File: src/design/pfa_pkg.sv
// ----------------------------------------------------------------------------
// pfa_pkg
// Shared types and constants for the partition fit allocator.
// ----------------------------------------------------------------------------
package pfa_pkg;

  localparam int NUM_BLOCKS = 16;
  localparam int SIZE_BITS  = 16;
  localparam int IDX_W      = 4;
  localparam int BLK_W      = 5;
  localparam int POL_W      = 2;
  localparam int CNT_W      = 16;
  localparam int CFG_IDX_W  = 2;
  localparam int CFG_DATA_W = 8;

  localparam logic [CFG_IDX_W-1:0] CFG_FIT_POLICY    = CFG_IDX_W'(0);
  localparam logic [CFG_IDX_W-1:0] CFG_BLOCKS_IN_USE = CFG_IDX_W'(1);

  localparam logic KIND_LOAD    = 1'b0;
  localparam logic KIND_REQUEST = 1'b1;

  typedef enum logic [POL_W-1:0] {
    FIT_FIRST = 2'd0,
    FIT_BEST  = 2'd1,
    FIT_WORST = 2'd2
  } fit_e;

  typedef enum logic [1:0] {
    ST_IDLE,
    ST_SCAN,
    ST_HOLD
  } state_e;

  typedef struct packed {
    logic                 kind;
    logic [IDX_W-1:0]     block_index;
    logic [SIZE_BITS-1:0] amount;
  } in_word_t;

  typedef struct packed {
    logic                 granted;
    logic [IDX_W-1:0]     chosen_block;
    logic [SIZE_BITS-1:0] space_before;
    logic [SIZE_BITS-1:0] space_after;
    logic [CNT_W-1:0]     request_number;
  } out_word_t;

  // scan token handed from cell to cell
  typedef struct packed {
    logic                 live;
    logic                 found;
    logic [IDX_W-1:0]     pick;
    logic [SIZE_BITS-1:0] best;
  } token_t;

endpackage

File: src/design/pfa_cell.sv
// ----------------------------------------------------------------------------
// pfa_cell
// One partition: holds its free space and updates the passing scan token.
// ----------------------------------------------------------------------------
module pfa_cell (
  input  logic                          clk_i,
  input  logic                          rst_ni,
  input  logic [pfa_pkg::IDX_W-1:0]     cell_idx_i,
  input  logic                          en_i,
  input  logic [pfa_pkg::POL_W-1:0]     policy_i,
  input  logic [pfa_pkg::SIZE_BITS-1:0] amount_i,
  input  logic                          wr_en_i,
  input  logic [pfa_pkg::SIZE_BITS-1:0] wr_data_i,
  input  pfa_pkg::token_t               tok_i,
  output pfa_pkg::token_t               tok_o
);

  logic [pfa_pkg::SIZE_BITS-1:0] space_q;
  logic                          live_q;
  pfa_pkg::token_t               tok_d;
  pfa_pkg::token_t               tok_q;
  logic                          fits;
  logic                          better;
  logic                          take;

  always_comb begin
    fits   = en_i && (space_q >= amount_i);
    better = ((policy_i == pfa_pkg::FIT_BEST)  && (space_q < tok_i.best)) ||
             ((policy_i == pfa_pkg::FIT_WORST) && (space_q > tok_i.best));
    take   = fits && (!tok_i.found || better);
    tok_d  = tok_i;
    if (take) begin
      tok_d.found = 1'b1;
      tok_d.pick  = cell_idx_i;
      tok_d.best  = space_q;
    end
  end

  always_ff @(posedge clk_i) begin
    if (wr_en_i) begin
      space_q <= wr_data_i;
    end
    tok_q <= tok_d;
  end

  always_ff @(posedge clk_i or negedge rst_ni) begin
    if (!rst_ni) begin
      live_q <= 1'b0;
    end else begin
      live_q <= tok_i.live;
    end
  end

  always_comb begin
    tok_o      = tok_q;
    tok_o.live = live_q;
  end

endmodule

File: src/design/partition_fit_allocator.sv
// ----------------------------------------------------------------------------
// partition_fit_allocator
// First, best or worst fit allocation over a chain of partition cells.
// ----------------------------------------------------------------------------
// Load words write one partition's free space, so loads can follow back to
// back. A request word starts a scan token that walks the chain of NUM_BLOCKS
// cells, one cell per cycle; the chosen partition is updated when the token
// leaves the last cell. The result word is registered in the output register,
// and the next word can be accepted in the same cycle that the result appears.
// The input stalls during a scan and while a finished result waits behind a
// stalled output word; a result that sits in the output register does not
// block the next word.
module partition_fit_allocator (
  input  logic                           clk_i,
  input  logic                           rst_ni,
  input  logic                           in_valid_i,
  output logic                           in_stall_o,
  input  pfa_pkg::in_word_t              in_data_i,
  output logic                           out_valid_o,
  input  logic                           out_stall_i,
  output pfa_pkg::out_word_t             out_data_o,
  input  logic                           cfg_valid_i,
  output logic                           cfg_ready_o,
  input  logic [pfa_pkg::CFG_IDX_W-1:0]  cfg_index_i,
  input  logic [pfa_pkg::CFG_DATA_W-1:0] cfg_data_i
);

  pfa_pkg::state_e               state_q, state_d;
  logic [pfa_pkg::POL_W-1:0]     policy_q;
  logic [pfa_pkg::BLK_W-1:0]     blocks_q;
  logic [pfa_pkg::CNT_W-1:0]     req_cnt_q;
  logic [pfa_pkg::SIZE_BITS-1:0] amount_q;
  logic                          start_q;
  logic                          out_valid_q;
  pfa_pkg::out_word_t            out_data_q;
  pfa_pkg::out_word_t            hold_q;
  pfa_pkg::out_word_t            res;
  pfa_pkg::token_t               tok [pfa_pkg::NUM_BLOCKS+1];
  pfa_pkg::token_t               last_tok;
  logic                          in_acc;
  logic                          load_acc;
  logic                          req_acc;
  logic                          out_free;
  logic                          res_to_out;
  logic                          res_to_hold;
  logic                          hold_to_out;
  logic [pfa_pkg::SIZE_BITS-1:0] wr_data;
  logic [pfa_pkg::SIZE_BITS-1:0] after;

  assign in_stall_o  = (state_q != pfa_pkg::ST_IDLE);
  assign cfg_ready_o = 1'b1;
  assign out_valid_o = out_valid_q;
  assign out_data_o  = out_data_q;

  assign in_acc   = in_valid_i && !in_stall_o;
  assign load_acc = in_acc && (in_data_i.kind == pfa_pkg::KIND_LOAD) &&
                    ({1'b0, in_data_i.block_index} < (pfa_pkg::IDX_W+1)'(pfa_pkg::NUM_BLOCKS));
  assign req_acc  = in_acc && (in_data_i.kind == pfa_pkg::KIND_REQUEST);
  assign out_free = !out_valid_q || !out_stall_i;
  assign last_tok = tok[pfa_pkg::NUM_BLOCKS];
  assign after    = last_tok.best - amount_q;
  assign wr_data  = load_acc ? in_data_i.amount : after;

  always_comb begin
    res.granted        = last_tok.found;
    res.chosen_block   = last_tok.found ? last_tok.pick : '0;
    res.space_before   = last_tok.found ? last_tok.best : '0;
    res.space_after    = last_tok.found ? after : '0;
    res.request_number = req_cnt_q;
  end

  always_comb begin
    tok[0]       = '0;
    tok[0].live  = start_q;
  end

  for (genvar i = 0; i < pfa_pkg::NUM_BLOCKS; i++) begin : g_cell
    logic wr_en;
    assign wr_en = (load_acc && (in_data_i.block_index == pfa_pkg::IDX_W'(i))) ||
                   (last_tok.live && last_tok.found && (last_tok.pick == pfa_pkg::IDX_W'(i)));
    pfa_cell u_cell (
      .clk_i      (clk_i),
      .rst_ni     (rst_ni),
      .cell_idx_i (pfa_pkg::IDX_W'(i)),
      .en_i       ((pfa_pkg::BLK_W)'(i) < blocks_q),
      .policy_i   (policy_q),
      .amount_i   (amount_q),
      .wr_en_i    (wr_en),
      .wr_data_i  (wr_data),
      .tok_i      (tok[i]),
      .tok_o      (tok[i+1])
    );
  end

  always_comb begin
    state_d     = state_q;
    res_to_out  = 1'b0;
    res_to_hold = 1'b0;
    hold_to_out = 1'b0;
    case (state_q)
      pfa_pkg::ST_IDLE: begin
        if (req_acc) begin
          state_d = pfa_pkg::ST_SCAN;
        end
      end
      pfa_pkg::ST_SCAN: begin
        if (last_tok.live) begin
          if (out_free) begin
            res_to_out = 1'b1;
            state_d    = pfa_pkg::ST_IDLE;
          end else begin
            res_to_hold = 1'b1;
            state_d     = pfa_pkg::ST_HOLD;
          end
        end
      end
      pfa_pkg::ST_HOLD: begin
        if (out_free) begin
          hold_to_out = 1'b1;
          state_d     = pfa_pkg::ST_IDLE;
        end
      end
      default: begin
        state_d = pfa_pkg::ST_IDLE;
      end
    endcase
  end

  always_ff @(posedge clk_i or negedge rst_ni) begin
    if (!rst_ni) begin
      state_q     <= pfa_pkg::ST_IDLE;
      policy_q    <= pfa_pkg::FIT_FIRST;
      blocks_q    <= pfa_pkg::BLK_W'(pfa_pkg::NUM_BLOCKS);
      req_cnt_q   <= '0;
      start_q     <= 1'b0;
      out_valid_q <= 1'b0;
    end else begin
      state_q <= state_d;
      start_q <= req_acc;
      if (req_acc) begin
        req_cnt_q <= req_cnt_q + 1'b1;
      end
      if (cfg_valid_i && cfg_ready_o) begin
        case (cfg_index_i)
          pfa_pkg::CFG_FIT_POLICY:    policy_q <= cfg_data_i[pfa_pkg::POL_W-1:0];
          pfa_pkg::CFG_BLOCKS_IN_USE: blocks_q <= cfg_data_i[pfa_pkg::BLK_W-1:0];
          default: ;
        endcase
      end
      if (res_to_out || hold_to_out) begin
        out_valid_q <= 1'b1;
      end else if (!out_stall_i) begin
        out_valid_q <= 1'b0;
      end
    end
  end

  always_ff @(posedge clk_i) begin
    if (req_acc) begin
      amount_q <= in_data_i.amount;
    end
    if (res_to_hold) begin
      hold_q <= res;
    end
    if (res_to_out) begin
      out_data_q <= res;
    end else if (hold_to_out) begin
      out_data_q <= hold_q;
    end
  end

`ifndef SYNTHESIS
  a_tok_only_in_scan: assert property (@(posedge clk_i) disable iff (!rst_ni)
    last_tok.live |-> state_q == pfa_pkg::ST_SCAN)
    else $error("scan token left chain outside scan");

  a_hold_needs_out: assert property (@(posedge clk_i) disable iff (!rst_ni)
    state_q == pfa_pkg::ST_HOLD |-> out_valid_q)
    else $error("result held while output register empty");

  a_grant_space: assert property (@(posedge clk_i) disable iff (!rst_ni)
    out_valid_q && out_data_q.granted |-> out_data_q.space_before >= out_data_q.space_after)
    else $error("granted space grew");

  a_refused_zero: assert property (@(posedge clk_i) disable iff (!rst_ni)
    out_valid_q && !out_data_q.granted |-> out_data_q.chosen_block == '0 &&
      out_data_q.space_before == '0 && out_data_q.space_after == '0)
    else $error("refused word carries data");
`endif

endmodule
File: config.mk
export PLATFORM = sky130hd
export DESIGN_NAME = partition_fit_allocator
export DESIGN_NICKNAME = d
export VERILOG_FILES = /design/src/design/pfa_pkg.sv /design/src/design/pfa_cell.sv /design/src/design/partition_fit_allocator.sv
export SDC_FILE = /design/constraint.sdc
export NUM_CORES = 1
export LEC_CHECK = 0
export BUFFER_PORTS_ARGS = -buffer_cell sky130_fd_sc_hd__buf_4
export CORE_MARGIN = 2
export CORE_UTILIZATION = 51
export DETAILED_ROUTE_END_ITERATION = 7
export PLACE_DENSITY = 0.77
export SLEW_MARGIN = 15
export SYNTH_ARGS = -nofsm -noshare
export SYNTH_HDL_FRONTEND = slang
export SYNTH_SLANG_ARGS = --single-unit
File: constraint.sdc
create_clock -name clk_i -period 4.85 [get_ports clk_i]
set_input_delay 1.2125 -clock clk_i [delete_from_list [all_inputs] [get_ports clk_i]]
set_output_delay 1.2125 -clock clk_i [all_outputs]
set_load 0.005 [all_outputs]
After elaboration in Yosys (flattened, before gate mapping)
Index checks and enable logic that the tools add are counted.
{"block": "totals", "reg_bits": 757, "input_bits": 36, "out_inout_bits": 56}
{"block": "classes", "n_addsub": 2, "magnitude_cmp": 62, "eq_ne": 39, "mux": 36, "bitwise": 1, "reduce_logical": 172}
{"cell": "2-to-1 mux 16 bit", "count": 18}
{"cell": "greater-or-equal comparator 16 bit", "count": 16}
{"cell": "greater-than comparator 16 bit", "count": 15}
{"cell": "< comparator 16 bit", "count": 15}
{"cell": "2-to-1 mux 53 bit", "count": 2}
{"cell": "logical AND 1 bit", "count": 97}
{"cell": "equality test 4 bit, second input constant", "count": 16}
{"cell": "logical OR 1 bit", "count": 48}
{"cell": "< comparator 4 x 5 -> 1 bit, first input constant", "count": 8}
{"cell": "equality test 4 x 3 -> 1 bit, second input constant", "count": 8}
{"cell": "2-to-1 mux 21 bit", "count": 1}
{"cell": "< comparator 3 x 5 -> 1 bit, first input constant", "count": 4}
{"cell": "zero test 1 bit", "count": 18}
{"cell": "adder 16 x 1 -> 16 bit, second input constant", "count": 1}
{"cell": "equality test 4 x 2 -> 1 bit, second input constant", "count": 4}
{"cell": "subtractor 16 bit", "count": 1}
{"cell": "< comparator 1 x 5 -> 1 bit, first input constant", "count": 2}
{"cell": "< comparator 2 x 5 -> 1 bit, first input constant", "count": 2}
{"cell": "2-to-1 mux 1 bit", "count": 9}
{"cell": "equality test 4 x 1 -> 1 bit, second input constant", "count": 2}
{"cell": "zero test 4 bit", "count": 2}
{"cell": "2-to-1 mux 2 bit", "count": 4}
{"cell": "equality test 2 x 1 -> 1 bit, second input constant", "count": 3}
{"cell": "case mux 2 bit (3 select lines)", "count": 1}
{"cell": "other kinds (9)", "count": 15}

Logic depth before layout (Yosys ltp)
Gate-level depths: netlist of run 1.
{"block": "depth", "depth_word": 7, "mapped_depth": 11, "depth_no_buf": 11}

By module
Synthesis of run 1 repeated with hierarchy kept, for this count alone.
{"block": "unflattened", "hier_cells": 5589, "area_unflattened_um2": 51284.2}
{"mod": "pfa_cell", "n_inst": 16, "cells_per_inst": 318, "area_each_um2": 2775.2}
{"mod": "partition_fit_allocator", "n_inst": 1, "cells_per_inst": 501, "area_each_um2": 6881.6}

Worst setup path before layout of run 1
OpenSTA, ideal clock, no wires.
{"block": "synth_timing", "path_type": "input to register", "start": "input out_stall_i", "end": "register out_data_q (netlist bit out_data_o[0]) (enable)", "setup_ns": 0.481, "t_arrival_ns": 3.819, "required_ns": 4.369, "path_slack_ns": 0.550, "path_stages": 1, "n_path_buf": 0, "path_cell_list": "a21oi_1"}
{"block": "synth_between", "elab_chain_len": 6}
{"element": "from (decl)", "line_no": "partition_fit_allocator.sv:20", "rtl": "input logic out_stall_i,"}
{"element": "zero test 1 bit *"}
{"element": "logical OR 1 bit *", "line_no": "partition_fit_allocator.sv:59", "rtl": "assign out_free = !out_valid_q || !out_stall_i;"}
{"element": "2-to-1 mux 1 bit *", "line_no": "partition_fit_allocator.sv:108, partition_fit_allocator.sv:118"}
{"element": "2-to-1 mux 1 bit", "line_no": "partition_fit_allocator.sv:107", "rtl": "if (last_tok.live) begin"}
{"element": "2-to-1 mux 1 bit", "line_no": "partition_fit_allocator.sv:100", "rtl": "case (state_q)"}
{"element": "nonzero test 2 bit (no source line) *"}
{"element": "to (signal assigned)", "line_no": "partition_fit_allocator.sv:166", "rtl": "out_data_q <= res;"}
{"element": "to (signal assigned)", "line_no": "partition_fit_allocator.sv:168", "rtl": "out_data_q <= hold_q;"}
{"element": "to (decl)", "line_no": "partition_fit_allocator.sv:35", "rtl": "pfa_pkg::out_word_t out_data_q;"}
Every way passes the cells marked *; elsewhere a longest branch is shown, timed or not.
A chain may end at the register's enable or synchronous reset.

Worst setup path after layout of run 1
{"block": "layout_timing", "start": "register amount_q[3] (netlist name)", "end": "register g_cell[5].u_cell.space_q[13] (netlist name), data pin"}
{"block": "layout_between", "elab_chain_len": 2}
{"element": "from (decl)", "line_no": "partition_fit_allocator.sv:32", "rtl": "logic [pfa_pkg::SIZE_BITS-1:0] amount_q;"}
{"element": "from (signal assigned)", "line_no": "partition_fit_allocator.sv:160", "rtl": "amount_q <= in_data_i.amount;"}
{"element": "subtractor 16 bit", "line_no": "partition_fit_allocator.sv:61", "rtl": "assign after = last_tok.best - amount_q;"}
{"element": "2-to-1 mux 16 bit", "line_no": "partition_fit_allocator.sv:62", "rtl": "assign wr_data = load_acc ? in_data_i.amount : after;"}
{"element": "via g_cell[0].u_cell.wr_data_i (one bit)", "line_no": "pfa_cell.sv:13", "rtl": "input logic [pfa_pkg::SIZE_BITS-1:0] wr_data_i,"}
{"element": "to (signal assigned)", "line_no": "pfa_cell.sv:41", "rtl": "space_q <= wr_data_i;"}
{"element": "to (decl)", "line_no": "pfa_cell.sv:18", "rtl": "logic [pfa_pkg::SIZE_BITS-1:0] space_q;"}
The timed path passes the listed nets, and every way through them passes these cells.

==> reports/metrics.csv, run 1 <==
stage,metric,value,unit
synthesis,flip-flop and latch count after synthesis,742,
timing,remaining max-slew budget at the tightest pin,23.55,%
worst_setup_path,type of element launching the critical path,flop,
die,Core Rows,97,
run_status,run status,"finished, final reports clean",
synthesis,most frequently used flop master after synthesis,edfxtp_1,
final_layout,final core utilization,58.42,%
run,total of max-cap violations,0,
cts,clock tree from TritonCTS,yes,
synthesis,XOR/XNOR Fraction of Synth Area,0.7007,%
timing,total negative slack,0,ns
timing,unrepaired setup endpoints after global routing,false,
timing,number of hold-slack violations in the final timing report,0,
die,Total Die Area,73220,um2
drt,detailed-routing iteration count for the pre-antenna-repair pass,7,
synthesis,area fraction in compound gates after synthesis,8.426,%
synthesis,part of the Yosys area used for sequential elements,52.02,%
cts,count of hold buffers inserted by post-cts repair,0,
placed_design,HPWL after DPL,64180,um
placed_design,Place WS,1.060,ns
synthesis,post-synth design cell area,36250,um2
global_route,total congestion overflow,0,
synthesis,fraction of registers with async set or reset after synthesis,5.795,%
timing,Slew Limit Fails,0,
global_route,largest net degree at the start of global routing,54,
synthesis,multiplexer fraction of the synthesized cell area,9.392,%
synthesis,"share of synthesized cell area in full adder, half adder and majority cells",17.73,%
cts,post-CTS setup repair buffer count,0,
worst_setup_path,maximum fanout encountered on the critical timing path,16,
cts,Num CTS Buffers,77,
pwr,areal power density over the cells,480.7,nW/um2
synthesis,proportion of netlist area held by the largest area contributor,31.32,%
worst_setup_path,crit path launch,amount_q[3],
die,Initial Utilization,51.67,%
timing,transition time at the pin with the least slew margin,1.147,ns
synthesis,Mapped Avg Cell Area,12.25,um2
worst_setup_path,WP data arrival,4.26,ns
worst_setup_path,startpoint of the worst register-to-register path,amount_q[3],
cts,total number of clock tree sinks,742,
drt,post-detailed-route DRC marker count,0,
cts,number of instances resized during post-cts repair,0,
worst_setup_path,Setup crit end kind,flop,
drt,Total Wirelength,90150,um
final_layout,Nets,3694,
worst_setup_path,required time of the critical path,5.18,ns
die,Core Region,70150,um2
cts,maximum number of buffers from clock root to sink,3,
pwr,leakage power total,17.21,nW
worst_setup_path,worst-case reg-to-reg path depth,9,
synthesis,main combinational cell family by area after synthesis,adder cells,
worst_setup_path,kind of critical path,flop to flop,
drt,post-route antenna net violation count,0,
worst_setup_path,Critical Path End,g_cell[5].u_cell.space_q[13],
final_layout,area growth from synthesis to layout,13.07,%
pwr,maximum ir drop on the vdd rail,566.6,uV
final_layout,Diodes inserted,0,
drt,Routed wire per std cell,21.73,um
timing,setup violators final,0,
synthesis,number of warning messages in the yosys log,0,
timing,final worst clock skew,0.01984,ns
synthesis,syn nets,3507,
global_route,number of antenna violations at the first check in global routing,5,
synthesis,synthesized-area fraction occupied by and/or/nand/nor cells,8.305,%
min_path,number of cells traversed by the worst hold path,0,
synthesis,Post-synth EDFFs,378,
drt,total via count after detailed routing,23840,
pwr,post-layout power,0.01970,W
placed_design,routability congestion estimate,0.9042,
final_layout,layout cell share with drive strength beyond 1,19.10,%
timing,final critical delay including setup and external delays,3.926,ns
global_route,aggregate global-route resource usage,24.55,%
timing,period utilisation layout,80.95,%
timing,setup slack of the critical path after layout,0.9242,ns
global_route,global-route wire length before repair,137800,um
synthesis,Synth Instances,2958,
worst_setup_path,r2r endpoint,g_cell[5].u_cell.space_q[13],
synthesis,post-synthesis cell type count,66,
synthesis,synth top area cells,"edfxtp_1 (31%), dfxtp_1 (18%), ha_1 (18%), mux2_2 (8.8%), dfrtp_1 (2.9%)",
cts,Root Driver,clkbuf_16,
worst_setup_path,setup slack of the most critical reg-to-reg path,0.92,ns
placed_design,IO buf count,87,
timing,Hold Slack,0.3448,ns
cts,register clock-pin slew on the reported worst setup and hold paths,0.06,ns
die,number of top-level pins,92,
min_path,hold crit path type,flop to flop,
cts,clock latency reported for the late side of the worst-skew pair,0.62,ns
cts,H-tree Lvls,3,
synthesis,largest area contributor in the synthesized netlist,edfxtp_1,
drt,mean number of vias per cell,5.746,
timing,timing-limited maximum frequency,254.7,MHz
global_route,via count of the first global-routing pass,23980,
drt,number of design-rule violations left by the first detailed-router iteration,1976,
die,DIE WIDTH,270.6,um
die,overall die height,270.6,um
logic make-up (layout without fill, tap and decap cells):
family / Yosys count / after routing
fa+ha+maj: 513 / 513
xor+xnor: 29 / 29
simple gates: 577 / 577
other cells: 1 / 1
flops: 742 / 742
buf+inv: 312 / 563
compound gates: 483 / 483
mux: 301 / 301
cells in the mapped netlist (all sizes together) (3+ instances only):
master and n:
a2111oi 16, a211oi 31, a21boi 4, a21o 36, a21oi 196, a221o 13
a22o 6, a311oi 5, and2 49, and3 3, buf 28, clkbuf 15
dfrtp 42, dfxtp 321, edfxtp 378, ha 512, inv 269, mux2 292
mux2i 9, nand2 164, nand2b 43, nand3 58, nand3b 7, nand4 80
nor2 58, nor2b 39, nor3 24, nor3b 4, nor4 3, o211a 10
o211ai 33, o21a 14, o21ai 79, o22ai 16, o31ai 6, o32ai 7
or2 28, or4 14, xnor2 19, xor2 10
routing by layer:
metal	track usage (%)	vias up	part of all wire [%]
met5	0	-	0
met4	11.44	0	4.4
met3	3.914	203	6.5
met2	41.07	766	48
met1	31.23	11580	41
li1	-	11300	-
sequential cells by signal, summed over array words and instances (netlist names):
| name | cells |
|---|---|
| hold_q | 53 |
| g_cell.u_cell.space_q | 256 |
| blocks_q | 5 |
| req_cnt_q | 16 |
| state_q | 2 |
| g_cell.u_cell.tok_o | 321 |
| g_cell.u_cell.live_q | 16 |
| policy_q | 2 |
| out_valid_o | 1 |
| out_data_o | 53 |
| amount_q | 16 |
| start_q | 1 |
where the power goes:
part           internal, W  switching (W)  total [W]
Sequential         0.00822       0.000552    0.00877
Clock              0.00353        0.00246    0.00599
Combinational      0.00179        0.00315    0.00494
Total               0.0135        0.00617     0.0197
placed cells by master, fill, tap and decap left out, types with 15 or more instances in the layout:
cell type | Yosys | routed
buf_4 | 6 | 151
nor2b_1 | 39 | 38
a2111oi_0 | 16 | 16
o22ai_1 | 16 | 16
a21oi_1 | 195 | 193
dfrtp_1 | 42 | 42
and2_1 | 49 | 49
edfxtp_1 | 378 | 378
nand2b_1 | 43 | 43
nor2_1 | 53 | 51
clkbuf_16 | 0 | 80
clkbuf_1 | 15 | 15
or2_2 | 27 | 27
nand3_1 | 58 | 58
xnor2_1 | 19 | 19
dfxtp_1 | 321 | 321
a211oi_1 | 31 | 30
nand2_1 | 164 | 164
o21ai_0 | 79 | 77
clkinv_2 | 0 | 16
nor3_1 | 24 | 24
o211ai_1 | 33 | 33
mux2_2 | 282 | 282
ha_1 | 512 | 512
nand4_1 | 80 | 80
a21o_1 | 36 | 36
inv_1 | 269 | 269
cell type report:
type / instances / area (um2)
sequential: 742 / 18850
inverter: 269 / 1010
clock inverter: 37 / 374.1
multi-input combinational: 1904 / 16230
tap: 940 / 1176
fill: 5592 / 29170
timing repair buffer: 151 / 1134
clock buffer: 106 / 2210
metrics by stage:
stage / area (um2) / std cells
6_report: 40980 / 4149
5_1_grt: 40980 / 4149
4_1_cts: 40980 / 4149
3_5_place_dp: 38400 / 4006
3_3_place_gp: 38400 / 4006
2_1_floorplan: 36250 / 2958
worst min-delay path by stage:
stage / start / to / slack (ns)
after floorplan: start_q / g_cell[0].u_cell.live_q / 0.33
after global placement: g_cell[10].u_cell.live_q / g_cell[11].u_cell.live_q / 0.33
after detailed placement: g_cell[12].u_cell.live_q / g_cell[13].u_cell.live_q / 0.33
after CTS: g_cell[12].u_cell.live_q / g_cell[13].u_cell.live_q / 0.35
after global routing: g_cell[12].u_cell.live_q / g_cell[13].u_cell.live_q / 0.35
final: g_cell[12].u_cell.live_q / g_cell[13].u_cell.live_q / 0.34
worst max-delay path: stages (launching register included):
cell,delay (ns)
edfxtp_1,0.37
inv_1,0.73
ha_1,0.32
o21ai_0,0.10
a21oi_1,0.34
nand4_1,0.17
o31ai_1,0.49
a31oi_1,0.18
xnor2_1,0.29
mux2_2,0.63
Power figures use the tool's default switching activity.
==> run 2, diff against run 1 <==
==> constraint.sdc (replaced) <==
create_clock -name clk_i -period 4 [get_ports clk_i]
set_input_delay 1 -clock clk_i [delete_from_list [all_inputs] [get_ports clk_i]]
set_output_delay 1 -clock clk_i [all_outputs]
set_load 0.005 [all_outputs]
==> reports/metrics.csv, run 2 (synthesis results as in run 1) <==
stage,metric,value,unit
worst_setup_path,kind of critical path,flop to flop,
die,DIE WIDTH,270.6,um
die,Core Rows,97,
pwr,leakage power total,17.34,nW
drt,mean number of vias per cell,5.747,
timing,transition time at the pin with the least slew margin,1.173,ns
worst_setup_path,Setup crit end kind,flop,
die,number of top-level pins,92,
timing,remaining max-slew budget at the tightest pin,21.82,%
final_layout,Finished Layout Cells,4170,
run,total of max-cap violations,0,
drt,detailed-routing iteration count for the pre-antenna-repair pass,5,
worst_setup_path,type of element launching the critical path,flop,
global_route,number of antenna violations at the first check in global routing,3,
cts,register clock-pin slew on the reported worst setup and hold paths,0.06,ns
cts,post-CTS setup repair buffer count,0,
timing,setup violators final,0,
global_route,total congestion overflow,0,
drt,Total Wirelength,91500,um
cts,Num CTS Buffers,75,
worst_setup_path,cell repeated most along the worst path,a21oi_1,
placed_design,routability congestion estimate,0.8989,
global_route,via count of the first global-routing pass,24400,
cts,clock tree from TritonCTS,yes,
min_path,hold crit path type,flop to flop,
placed_design,placed instance count,4032,
worst_setup_path,required time of the critical path,4.33,ns
worst_setup_path,cell type of the slowest stage on the worst timing path,edfxtp_1,
global_route,largest net degree at the start of global routing,44,
drt,Routed wire per std cell,21.94,um
cts,H-tree Lvls,3,
die,Initial Utilization,51.67,%
timing,unrepaired setup endpoints after global routing,false,
cts,count of hold buffers inserted by post-cts repair,0,
drt,total via count after detailed routing,23970,
global_route,aggregate global-route resource usage,24.88,%
final_layout,"most common cell after layout, fill and taps aside",ha_1,
final_layout,Nets,3718,
worst_setup_path,CP cell instances,ha_1 -> inv_1 -> fa_1 -> a21oi_1 -> o221ai_1 -> a21oi_1 -> o21ai_0 -> xor2_1 -> mux2_2,
final_layout,layout cell share with drive strength beyond 1,19.32,%
run_status,run status,"finished, final reports clean",
worst_setup_path,maximum fanout encountered on the critical timing path,16,
cts,maximum number of buffers from clock root to sink,3,
worst_setup_path,WP data arrival,3.99,ns
cts,Root Driver,clkbuf_16,
timing,final worst clock skew,0.02652,ns
drt,post-route antenna net violation count,0,
final_layout,area growth from synthesis to layout,13.74,%
final_layout,Diodes inserted,0,
cts,clock latency reported for the late side of the worst-skew pair,0.63,ns
cts,number of instances resized during post-cts repair,0,
die,Core Region,70150,um2
timing,total negative slack,0,ns
cts,total number of clock tree sinks,742,
placed_design,HPWL after DPL,66480,um
global_route,global-route wire length before repair,139900,um
pwr,maximum ir drop on the vdd rail,464.3,uV
timing,Hold Slack,0.3442,ns
timing,number of hold-slack violations in the final timing report,0,
timing,Slew Limit Fails,0,
timing,period utilisation layout,91.35,%
die,Total Die Area,73220,um2
drt,post-detailed-route DRC marker count,0,
die,overall die height,270.6,um
pwr,areal power density over the cells,579.3,nW/um2
final_layout,number of flip-flops in the largest register,321,
timing,timing-limited maximum frequency,273.7,MHz
worst_setup_path,slowest cell delay on critical path,0.70,ns
placed_design,IO buf count,87,
drt,number of design-rule violations left by the first detailed-router iteration,1694,
final_layout,count of filler cells inserted in the layout,5506,
final_layout,most used cells in the layout excluding fill and tap cells,"ha_1 (512), edfxtp_1 (378), dfxtp_1 (321), mux2_2 (282), inv_1 (269)",
timing,final critical delay including setup and external delays,3.654,ns
-- run 2: critical path, delay by kind of cell, from the launching register on --
kind	cells	cell delay, ns
compound gates	4	1.05
xor+xnor	1	0.25
fa+ha+maj	2	0.66
buf+inv	1	0.06
flops	1	0.70
mux	1	0.60
-- run 2: stage by stage --
step	area, um2	worst slack [ns]	power (W)	utilization [%]
after floorplan	36250	0.2007	0.01408	-
after global placement	38680	0.5398	0.01649	55.14
after detailed placement	38680	0.4918	0.01665	55.14
after CTS	41230	0.4334	0.02395	58.77
after global routing	41230	0.2501	0.02486	58.77
final	41230	0.3459	0.02388	58.77
-- run 2: area by class of cell --
cell class	count	area (um2)	share of cell area, %
Clock buffer	102	2105	5.105
Clock inverter	36	441.7	1.071
Inverter	269	1010	2.449
Multi-Input combinational cell	1904	16230	39.36
Sequential cell	742	18850	45.73
Tap cell	940	1176	2.853
Timing Repair Buffer	177	1416	3.435
-- run 2: final timing paths --
kind / endpoint / start / cells past startpoint / slack (ns)
min in group asynchronous: out_valid_o / rst_ni / 1 / 0.36
hold / removal: g_cell[7].u_cell.live_q / g_cell[6].u_cell.live_q / 0 / 0.34
max in group asynchronous: policy_q[0] / rst_ni / 1 / 3.21
hold reg to reg: g_cell[7].u_cell.live_q / g_cell[6].u_cell.live_q / 0 / 0.34
setup reg to reg: g_cell[9].u_cell.space_q[12] / amount_q[0] / 9 / 0.35
setup / recovery: g_cell[9].u_cell.space_q[12] / amount_q[0] / 9 / 0.35
-- run 2: power breakdown --
group	internal, W	total, W	switching [W]	leakage, nW
Clock	0.00429	0.00727	0.00298	1.24
Sequential	0.00997	0.0107	0.000686	6.67
Combinational	0.00218	0.00596	0.00378	9.43
-- run 2: routing by layer --
metal / track usage (%) / wire length, um
met5: 0 / 0
met3: 4.021 / 5437
met1: 30.70 / 37270
met4: 11.86 / 4359
met2: 42.56 / 44440
==> run 3, diff against run 2 <==
--- a/config.mk
+++ b/config.mk
@@ -7,9 +7,9 @@
 export LEC_CHECK = 0
 export BUFFER_PORTS_ARGS = -buffer_cell sky130_fd_sc_hd__buf_4
 export CORE_MARGIN = 2
-export CORE_UTILIZATION = 51
+export CORE_UTILIZATION = 50
 export DETAILED_ROUTE_END_ITERATION = 7
-export PLACE_DENSITY = 0.77
+export PLACE_DENSITY = 0.76
 export SLEW_MARGIN = 15
 export SYNTH_ARGS = -nofsm -noshare
 export SYNTH_HDL_FRONTEND = slang
==> reports/metrics.csv, run 3 (synthesis results as in run 1) <==
stage,metric,value,unit
placed_design,IO buf count,87,
worst_setup_path,CP Buf/Inv Count,1,
placed_design,Place WS,0.6652,ns
die,Total Die Area,74670,um2
final_layout,most used cells in the layout excluding fill and tap cells,"ha_1 (512), edfxtp_1 (378), dfxtp_1 (321), mux2_2 (282), inv_1 (269)",
worst_setup_path,WP data arrival,3.78,ns
timing,setup violators final,0,
worst_setup_path,required time of the critical path,4.30,ns
final_layout,layout cell share with drive strength beyond 1,19.55,%
global_route,via count of the first global-routing pass,24340,
timing,remaining max-slew budget at the tightest pin,33.37,%
die,Core Rows,98,
worst_setup_path,slowest cell delay on critical path,0.73,ns
timing,total negative slack,0,ns
cts,maximum number of buffers from clock root to sink,3,
worst_setup_path,r2r endpoint,g_cell[8].u_cell.space_q[9],
timing,Slew Limit Fails,0,
global_route,global-route wire length before repair,138400,um
placed_design,routability congestion estimate,0.9075,
min_path,hold crit path type,flop to flop,
drt,mean number of vias per cell,5.686,
drt,post-detailed-route DRC marker count,0,
cts,clock tree from TritonCTS,yes,
global_route,total congestion overflow,0,
drt,post-route antenna net violation count,0,
cts,post-CTS setup repair buffer count,0,
worst_setup_path,startpoint of the worst register-to-register path,amount_q[4],
drt,total via count after detailed routing,23750,
cts,count of hold buffers inserted by post-cts repair,0,
die,Initial Utilization,50.62,%
timing,timing-limited maximum frequency,287.3,MHz
worst_setup_path,type of element launching the critical path,flop,
die,number of top-level pins,92,
global_route,aggregate global-route resource usage,24.31,%
worst_setup_path,largest delay contributor family on the critical path,compound AO/OA/AOI/OAI gates,
worst_setup_path,cell count along the critical path,9,
die,Core Region,71610,um2
placed_design,HPWL after DPL,64880,um
timing,transition time at the pin with the least slew margin,0.9957,ns
die,DIE WIDTH,273.3,um
worst_setup_path,Setup crit end kind,flop,
worst_setup_path,setup slack of the most critical reg-to-reg path,0.52,ns
final_layout,Diodes inserted,0,
worst_setup_path,worst-case reg-to-reg path depth,9,
cts,Root Driver,clkbuf_16,
worst_setup_path,Critical Path End,g_cell[8].u_cell.space_q[9],
drt,Total Wirelength,90180,um
final_layout,Finished Layout Cells,4177,
cts,H-tree Lvls,3,
global_route,number of antenna violations at the first check in global routing,6,
pwr,leakage power total,17.34,nW
drt,detailed-routing iteration count for the pre-antenna-repair pass,6,
final_layout,"most common cell after layout, fill and taps aside",ha_1,
drt,number of design-rule violations left by the first detailed-router iteration,1674,
timing,unrepaired setup endpoints after global routing,false,
timing,number of hold-slack violations in the final timing report,0,
worst_setup_path,cell repeated most along the worst path,a21oi_1,
timing,final critical delay including setup and external delays,3.480,ns
final_layout,area growth from synthesis to layout,13.73,%
worst_setup_path,kind of critical path,flop to flop,
cts,Num CTS Buffers,76,
cts,number of instances resized during post-cts repair,0,
run,total of max-cap violations,0,
final_layout,number of flip-flops in the largest register,321,
worst_setup_path,CP cell instances,inv_1 -> ha_1 -> a21oi_1 -> o21ai_0 -> a41oi_1 -> o21bai_1 -> a21oi_1 -> xnor2_1 -> mux2_2,
global_route,largest net degree at the start of global routing,45,
pwr,maximum ir drop on the vdd rail,438.9,uV
cts,clock latency reported for the late side of the worst-skew pair,0.62,ns
cts,register clock-pin slew on the reported worst setup and hold paths,0.06,ns
cts,total number of clock tree sinks,742,
pwr,areal power density over the cells,580.8,nW/um2
worst_setup_path,maximum fanout encountered on the critical timing path,16,
die,overall die height,273.3,um
final_layout,Nets,3712,
placed_design,placed instance count,4035,
drt,Routed wire per std cell,21.59,um
run_status,run status,"finished, final reports clean",
worst_setup_path,cell type of the slowest stage on the worst timing path,mux2_2,
worst_setup_path,crit path launch,amount_q[4],
timing,final worst clock skew,0.02443,ns
timing,setup slack of the critical path after layout,0.5199,ns
timing,period utilisation layout,87.00,%
-- run 3: cell types whose count changed in the layout (fill, tap and decap cells not counted) --
cell,delta
buf_12,-3
buf_4,-4
bufinv_16,-4
clkbuf_16,+2
clkbuf_8,+9
clkinv_1,-10
clkinv_2,+1
clkinv_4,+2
clkinv_8,+2
inv_16,-1
inv_4,+2
inv_6,+1
-- run 3: where the power goes --
group / internal [W] / leakage (nW) / switching [W]
clock: 0.00431 / 1.28 / 0.00302
sequential: 0.00997 / 6.67 / 0.000700
combinational: 0.00217 / 9.39 / 0.00378
total: 0.0164 / 17.3 / 0.00750
-- run 3: worst min-delay path by stage --
| stage | start | to | slack [ns] | depth (start not counted) |
|---|---|---|---|---|
| finish | g_cell[11].u_cell.live_q | g_cell[12].u_cell.live_q | 0.35 | 0 |
| global route | g_cell[12].u_cell.live_q | g_cell[13].u_cell.live_q | 0.36 | 0 |
| CTS | g_cell[11].u_cell.live_q | g_cell[12].u_cell.live_q | 0.35 | 0 |
| detailed placement | g_cell[11].u_cell.live_q | g_cell[12].u_cell.live_q | 0.33 | 0 |
| global placement | g_cell[14].u_cell.live_q | g_cell[15].u_cell.live_q | 0.33 | 0 |
| floorplan | start_q | g_cell[0].u_cell.live_q | 0.33 | 0 |
-- run 3: area by class of cell --
cell class | count | area [um2]
multi-input combinational | 1904 | 16230
clock buffer | 113 | 2278
clock inverter | 29 | 340.3
fill | 5725 | 30390
timing repair buffer | 170 | 1326
inverter | 269 | 1010
tap | 950 | 1189
sequential | 742 | 18850
-- run 3: per-stage QoR --
stage | cell area [um2] | hold slack, ns | total power [W] | util (%)
after CTS | 41220 | 0.3475 | 0.02400 | 57.57
final | 41220 | 0.3481 | 0.02394 | 57.57
after global placement | 38600 | 0.3329 | 0.01651 | 53.91
after detailed placement | 38600 | 0.3347 | 0.01665 | 53.91
after floorplan | 36250 | 0.3312 | 0.01408 | -
after global routing | 41220 | 0.3602 | 0.02492 | 57.57
-- run 3: per-layer routing --
layer  GRT usage, %  share of wire, %  routed length [um]  vias up
met5              0                 0                   0        -
met4          10.30               4.0                3606        0
met3          3.658               6.2                5550      190
met2          41.27                48               43500      703
met1          30.97                42               37520    11520
li1               -                 -                   -    11340
